$ cat config.mk
export PLATFORM = sky130hd
export DESIGN_NAME = length_prefixed_frame_receiver_top
export DESIGN_NICKNAME = d
export VERILOG_FILES = /design/src/sv/lpfr_pkg.sv /design/src/sv/length_prefixed_frame_receiver_top.sv /design/src/sv/lpfr_core.sv /design/src/sv/lpfr_out_reg.sv
export SDC_FILE = /design/constraint.sdc
export NUM_CORES = 1
export LEC_CHECK = 0
export BUFFER_PORTS_ARGS = -buffer_cell sky130_fd_sc_hd__buf_2
export CAP_MARGIN = 20
export CORE_MARGIN = 3
export CORE_UTILIZATION = 25
export CTS_CLUSTER_SIZE = 10
export DETAILED_ROUTE_END_ITERATION = 12
export HOLD_SLACK_MARGIN = 0.12
export PLACE_DENSITY = 0.49
export SETUP_SLACK_MARGIN = 0.4
export SLEW_MARGIN = 40
export SYNTH_ARGS = -nofsm -noshare
export SYNTH_HDL_FRONTEND = slang
export SYNTH_SLANG_ARGS = --single-unit
$ cat constraint.sdc
create_clock -name clk -period 7.2 [get_ports clk]
set_input_delay 1.44 -clock clk [delete_from_list [all_inputs] [get_ports clk]]
set_output_delay 1.44 -clock clk [all_outputs]
set_load 0.05 [all_outputs]
$ cat src/sv/lpfr_pkg.sv
package lpfr_pkg;

	typedef logic [7:0] byte_t;

	// One result of the frame receiver.
	typedef struct packed {
		byte_t frame_byte;
		byte_t byte_index;
		logic  last_of_frame;
		logic  checksum_good;
		byte_t message_type;
	} res_t;

	localparam byte_t TYPE_INDEX = 8'd1;

endpackage

$ cat src/sv/length_prefixed_frame_receiver_top.sv
// Length-prefixed frame receiver: takes one link byte per request and sustains one byte
// per clock cycle while the output is not stalled; each request passes an input register,
// then the result register. The frame state (length, byte counter, running modulo-256 sum
// and type byte) is updated as a byte leaves the input register. Zero bytes between
// frames are dropped without a result; every frame byte gives one result with its index,
// and the last byte also carries the end flag, the checksum check and, in frames of two
// or more bytes, the type byte. No clearing pass is needed after reset.
module length_prefixed_frame_receiver_top
	import lpfr_pkg::*;
(
	input  logic  clk,
	input  logic  arst_n,
	input  logic  in_valid,
	output logic  in_stall,
	input  byte_t rx_byte,
	output logic  out_valid,
	input  logic  out_stall,
	output byte_t frame_byte,
	output byte_t byte_index,
	output logic  last_of_frame,
	output logic  checksum_good,
	output byte_t message_type
);

	logic  valid_s1;
	byte_t byte_s1;
	logic  has_result;
	logic  can_load;
	logic  advance;
	res_t  core_res;
	res_t  out_res;

	// Filler bytes leave the input register even while the output is stalled.
	assign advance  = valid_s1 && (!has_result || can_load);
	assign in_stall = valid_s1 && !advance;

	always_ff @(posedge clk or negedge arst_n) begin
		if (!arst_n) begin
			valid_s1 <= 1'b0;
		end else if (!in_stall) begin
			valid_s1 <= in_valid;
		end
	end

	always_ff @(posedge clk) begin
		if (!in_stall && in_valid) begin
			byte_s1 <= rx_byte;
		end
	end

	lpfr_core u_core (
		.clk        (clk),
		.arst_n     (arst_n),
		.rx_byte    (byte_s1),
		.advance    (advance),
		.has_result (has_result),
		.res        (core_res)
	);

	lpfr_out_reg u_out (
		.clk        (clk),
		.arst_n     (arst_n),
		.load_valid (advance && has_result),
		.load_res   (core_res),
		.can_load   (can_load),
		.out_valid  (out_valid),
		.out_stall  (out_stall),
		.out_res    (out_res)
	);

	assign frame_byte    = out_res.frame_byte;
	assign byte_index    = out_res.byte_index;
	assign last_of_frame = out_res.last_of_frame;
	assign checksum_good = out_res.checksum_good;
	assign message_type  = out_res.message_type;

endmodule

$ cat src/sv/lpfr_core.sv
module lpfr_core
	import lpfr_pkg::*;
(
	input  logic  clk,
	input  logic  arst_n,
	input  byte_t rx_byte,
	input  logic  advance,
	output logic  has_result,
	output res_t  res
);

	logic  in_frame_q;
	byte_t len_q;
	byte_t seen_q;
	byte_t sum_q;
	byte_t type_q;

	byte_t eff_len;
	byte_t eff_seen;
	byte_t eff_sum;
	byte_t eff_type;
	byte_t type_nx;
	logic  last;

	// A byte taken while idle opens a frame, so the state is seen as freshly cleared.
	always_comb begin
		eff_len  = in_frame_q ? len_q : rx_byte;
		eff_seen = in_frame_q ? seen_q : '0;
		eff_sum  = in_frame_q ? sum_q : '0;
		eff_type = in_frame_q ? type_q : '0;
		type_nx  = (eff_seen == TYPE_INDEX) ? rx_byte : eff_type;
		last     = ({1'b0, eff_seen} + 9'd1) == {1'b0, eff_len};
		has_result = in_frame_q || (rx_byte != '0);

		res.frame_byte    = rx_byte;
		res.byte_index    = eff_seen;
		res.last_of_frame = last;
		res.checksum_good = last && (eff_sum == rx_byte);
		res.message_type  = (last && (eff_len >= 8'd2)) ? type_nx : '0;
	end

	always_ff @(posedge clk or negedge arst_n) begin
		if (!arst_n) begin
			in_frame_q <= 1'b0;
			len_q      <= '0;
			seen_q     <= '0;
			sum_q      <= '0;
			type_q     <= '0;
		end else if (advance && has_result) begin
			len_q  <= eff_len;
			type_q <= type_nx;
			if (last) begin
				in_frame_q <= 1'b0;
				seen_q     <= '0;
				sum_q      <= '0;
			end else begin
				in_frame_q <= 1'b1;
				seen_q     <= eff_seen + 8'd1;
				sum_q      <= eff_sum + rx_byte;
			end
		end
	end

endmodule

$ cat src/sv/lpfr_out_reg.sv
module lpfr_out_reg
	import lpfr_pkg::*;
(
	input  logic clk,
	input  logic arst_n,
	input  logic load_valid,
	input  res_t load_res,
	output logic can_load,
	output logic out_valid,
	input  logic out_stall,
	output res_t out_res
);

	logic valid_q;
	res_t res_q;

	assign can_load  = !valid_q || !out_stall;
	assign out_valid = valid_q;
	assign out_res   = res_q;

	always_ff @(posedge clk or negedge arst_n) begin
		if (!arst_n) begin
			valid_q <= 1'b0;
		end else if (can_load) begin
			valid_q <= load_valid;
		end
	end

	always_ff @(posedge clk) begin
		if (can_load && load_valid) begin
			res_q <= load_res;
		end
	end

endmodule

=== After elaboration in Yosys (flattened, before gate mapping) ===
Cells that the tools add are included.

* Register bits: 69
* Bits of input ports: 12
* Output and inout bits: 28
* Logic and storage cells: 44

* $add $sub $neg: 3
* Magnitude comparators: 1
* Equality and inequality tests: 3
* Muxes and demuxes: 8
* Reductions and logical operators: 16

{| class="wikitable"
|+ Operators by type and width
! cell !! number
|-
| $mux W8 || 7
|-
| $add A8 B1 Y9 const B || 1
|-
| $eq A9 B8 Y1 || 1
|-
| $add A8 B1 Y8 const B || 1
|-
| $add A8 B8 Y8 || 1
|-
| $eq A8 B1 Y1 const B || 1
|-
| $eq A8 B8 Y1 || 1
|-
| $ge A8 B2 Y1 const B || 1
|-
| $reduce_bool A8 Y1 || 1
|-
| $logic_and A1 B1 Y1 || 7
|-
| $logic_not A1 Y1 || 5
|-
| $logic_or A1 B1 Y1 || 3
|-
| $mux W1 || 1
|}

=== Logic depth before layout (Yosys ltp) ===
* Depth in word-level cells: 9
* Mapped depth: 11
* Gate-level depth less buffers: 9

=== Modules after synthesis ===
A second synthesis with hierarchy kept.

* Cell total of the unflattened synthesis: 303
* Area, all modules: 3488.3 µm²

{| class="wikitable"
|+ Modules (own cells, without submodules)
! module !! instances !! cells each !! area each (µm²) !! seq. area each (µm²)
|-
| lpfr_core || 1 || 256 || 2339.7 || 825.8
|-
| lpfr_out_reg || 1 || 30 || 828.3 || 805.8
|-
| length_prefixed_frame_receiver_top || 1 || 17 || 320.3 || 265.3
|}

=== Least setup slack after synthesis ===
No wires, ideal clock.

* Path type: in2out
* Start: in out_stall
* End: out in_stall
* Data arrival time: 2.233 ns
* Data required time: 5.760 ns
* Path slack: 3.527 ns
* Stages: 2
* Path buffers: 0
* Cell sequence: nand2_1 > nor2_1

* Word-level cells in the longest chain between the ends: 6

{| class="wikitable"
|+ RTL lines
! what !! line !! source
|-
| from (decl) || length_prefixed_frame_receiver_top.sv:17 || <nowiki>input logic out_stall,</nowiki>
|-
| $logic_not A1 Y1 || lpfr_out_reg.sv:17 || <nowiki>assign can_load = !valid_q || !out_stall;</nowiki>
|-
| $logic_or A1 B1 Y1 || lpfr_out_reg.sv:17 ||
|-
| $logic_or A1 B1 Y1 || length_prefixed_frame_receiver_top.sv:34 || <nowiki>assign advance = valid_s1 && (!has_result || can_load);</nowiki>
|-
| $logic_and A1 B1 Y1 || length_prefixed_frame_receiver_top.sv:34 ||
|-
| $logic_not A1 Y1 || length_prefixed_frame_receiver_top.sv:35 || <nowiki>assign in_stall = valid_s1 && !advance;</nowiki>
|-
| $logic_and A1 B1 Y1 || length_prefixed_frame_receiver_top.sv:35 ||
|-
| to (decl) || length_prefixed_frame_receiver_top.sv:14 || <nowiki>output logic in_stall,</nowiki>
|}

No other way between the ends.

=== Final worst setup path ===
* Start: reg u_core.in_frame_q
* End: out in_stall

* Word-level cells in the longest chain between the ends: 6

{| class="wikitable"
|+ RTL lines
! what !! line !! source
|-
| from (decl) || lpfr_core.sv:12 || <nowiki>logic in_frame_q;</nowiki>
|-
| from (signal assigned) || lpfr_core.sv:44 || <nowiki>in_frame_q <= 1'b0;</nowiki>
|-
| from (signal assigned) || lpfr_core.sv:53 || <nowiki>in_frame_q <= 1'b0;</nowiki>
|-
| from (signal assigned) || lpfr_core.sv:57 || <nowiki>in_frame_q <= 1'b1;</nowiki>
|-
| $logic_or A1 B1 Y1 || lpfr_core.sv:33 || <nowiki>has_result = in_frame_q || (rx_byte != '0);</nowiki>
|-
| $logic_not A1 Y1 || length_prefixed_frame_receiver_top.sv:34 ||
|-
| $logic_or A1 B1 Y1 || length_prefixed_frame_receiver_top.sv:34 ||
|-
| $logic_and A1 B1 Y1 || length_prefixed_frame_receiver_top.sv:34 ||
|-
| $logic_not A1 Y1 || length_prefixed_frame_receiver_top.sv:35 ||
|-
| $logic_and A1 B1 Y1 || length_prefixed_frame_receiver_top.sv:35 ||
|}

No other way between the ends.

==> results.yml <==
status:
  status: "completed"
floorplanning:
  initial_core_util_pct: 26.0
  row_count: 41
  die_area_sq_um: 14800
  die_w_microns: 122
  core_area_sq_um: 12800
  io_pins: 40
  die_h_microns: 122
grt:
  grt_usage_pct: 10.9
  grt_pass1_vias: 2287
  overflow: 0
  grt_pass1_wl_microns: 12500
  antenna_found_initial: 0
  grt_start_max_net_pins: 38
sta:
  fin_skew_ps: 5.11
  slew_viol_final: 0
  max_freq_mhz: 280
  finalCriticalPeriod_ps: 3570
  slew_headroom_pct: 46.3
  rsz0062_at_grt: "false"
  timing.final.crit_share_pct: 49.6
  setup_viol: 0
  worst_pin_slew_ps: 805
  hold_viol: 0
  fin_tns_setup_ps: 0
power:
  p_leak_nw: 1.54
  irDropWorstVdd_mv: 0.102
  power_density_nw_per_um2: 361
worst_setup_path:
  rrSetupSlack_ps: 3900
  reg2regPathDepth: 6
  start_kind: "flop"
  worstPathRequired_ps: 5760
  criticalPathCategory: "flop to output port"
  arrival_ps: 2130
  rr_endpoint: "u_core.type_q[0]"
  critPathCaptureType: "output port"
  regToRegStartpoint: "u_core.in_frame_q"
  crit_fanout: 32
synth:
  syn_inst: 282
  synthFlopType: "dfrtp_1"
  synth_nets: 302
  syn_avg_cell_area_sq_um: 11.8
  synth_seq_cells: 69
  netlist.area_leader.share_pct: 30.6
  yosysMostFrequentCell: "dfrtp_1"
  yosysTopAreaCell: "edfxtp_1"
  yosysWarnings: 0
  yosysSeqAreaShare_pct: 56.9
  synth_area_leaders: "edfxtp_1 (31%), dfrtp_1 (26%), nand2_1 (3.2%)"
  synth_cell_types: 56
  synth_edf_count: 34
  syn_area_sq_um: 3340
  async_flop_share_pct: 50.7
  synth_commonest_cells: "dfrtp_1 (35), edfxtp_1 (34), nand2_1 (28)"
min_path:
  hold_path_class: "flop to flop"
  holdCritStartpoint: "u_core.sum_q[2]"
  whs_endpoint: "u_core.sum_q[2]"
  hold_depth: 2
routing:
  drtAntennaViolNets: 0
  wl_per_cell_microns: 15.4
  drt-vias-per-instance: 4.58
  drt_iter0_markers: 137
  first_pass_iters: 5
  drc: 0
  wl_microns: 7620
  vias: 2269
clock_network:
  htreeDepth: 3
  clock_latency_ps: 320
  cts_resized: 0
  cts_made_buffers: 9
  clockBufferDepth: 2
  clkTransAtPathRegs_ps: 60
  root_buffer: "clkbuf_16"
  cts_tree: "yes"
  cts.sinks: 69
  cts_hold_repair.buffers: 0
  cts_setup_buffers: 0
placed_design:
  post-place-cells: 479
  place_congestion: 0.829
  numPortBuffers: 39
  hpwlAfterDp_microns: 5160
cells_and_area:
  stdcell_count: 495
  syn_to_final_growth_pct: 19.4
  final_layout_size_suffix_gt1_share_pct: 22.9
  fillers: 1343
  multi_input_area_sq_um: 1340
  seq_area_sq_um: 1900
  num_antenna_cells: 0
  fin_nets: 338
run:
  maxCapViolations: 0
-- how the worst max path moves through the flow --
stage,to,start,depth (start not counted)
6_report,in_stall,u_core.in_frame_q,4
3_3_place_gp,u_core.type_q[4],u_core.in_frame_q,6
2_1_floorplan,in_stall,out_stall,2
5_1_grt,in_stall,u_core.in_frame_q,4
4_1_cts,in_stall,u_core.in_frame_q,4
3_5_place_dp,u_core.type_q[5],out_stall,6
-- per-stage QoR --
stage / power (mW) / util, % / cell area, sq um / setup WS, ps / hold WS, ps
finish: 1.44 / 31.1 / 3980 / 3630 / 469
global route: 1.52 / 31.1 / 3980 / 3500 / 500
CTS: 1.45 / 31.1 / 3980 / 3620 / 476
detailed placement: 0.984 / 28.6 / 3670 / 3610 / 463
global placement: 0.976 / 28.6 / 3670 / 3300 / 456
floorplan: 0.895 / - / 3340 / 3530 / 441
-- report_power, final --
part / internal (mW) / switching [mW]
Clock: 0.303 / 0.160
Combinational: 0.155 / 0.222
Sequential: 0.504 / 0.0937
Total: 0.962 / 0.476
-- final cells by class --
| class | instances | share of cell area, % |
|---|---|---|
| sequential | 69 | 47.7 |
| multi-input combinational | 193 | 33.6 |
| inverter | 6 | 0.566 |
| timing repair buffer | 39 | 4.96 |
| clock inverter | 4 | 1.82 |
| tap | 172 | 5.40 |
| clock buffer | 12 | 5.94 |
-- kinds of logic (layout without fill, tap and decap cells) --
| kind of cell | after synthesis | in the layout | share of synthesized area, % |
|---|---|---|---|
| fa+ha+maj | 8 | 8 | 3.23 |
| compound gates | 56 | 56 | 13.0 |
| simple gates | 103 | 103 | 16.4 |
| xor+xnor | 17 | 17 | 4.46 |
| flops | 69 | 69 | 56.9 |
| buf+inv | 20 | 61 | 3.04 |
| mux | 9 | 9 | 3.00 |
-- worst max-delay path: stages (launching register included) --
cell and delay [ps]:
dfrtp_2 620, or4_1 640, o31ai_4 220, nor2_1 100, buf_2 220
-- per-layer routing --
metal / vias up / share of wire [%] / global-route usage (%)
li1: 1104 / - / -
met1: 1105 / 46 / 14.6
met2: 50 / 48 / 17.5
met3: 10 / 3.8 / 2.66
met4: 0 / 1.3 / 3.08
met5: - / 0 / 0
-- registers in the layout, summed over array words and instances (netlist names) --
name	flops
u_out.out_res	26
byte_s1	8
u_core.len_q	8
u_core.seen_q	8
u_core.sum_q	8
u_core.type_q	8
u_core.in_frame_q	1
u_out.out_valid	1
valid_s1	1
-- cell usage in the layout (no fill, tap or decap), types with 2 or more instances in the layout --
master	netlist	layout
clkbuf_16	0	9
xor2_1	9	9
nand2_1	28	28
nor4_1	3	3
inv_1	5	5
a31oi_1	2	2
and4_1	2	2
o31ai_1	8	8
o21ai_0	8	8
nor2_1	18	18
nand3_1	13	13
dfrtp_1	35	34
clkbuf_1	6	3
a21boi_1	8	8
nor3_1	4	4
nand4_1	2	2
a21oi_1	8	8
edfxtp_1	34	34
nand3_2	2	2
and2_1	13	13
or4_1	3	3
nor2b_1	2	2
a22o_1	8	8
ha_1	7	7
o21ai_1	3	3
bufinv_16	0	2
xnor2_1	8	8
mux2_2	8	8
buf_2	3	38
(Power assumes the default switching activity.)
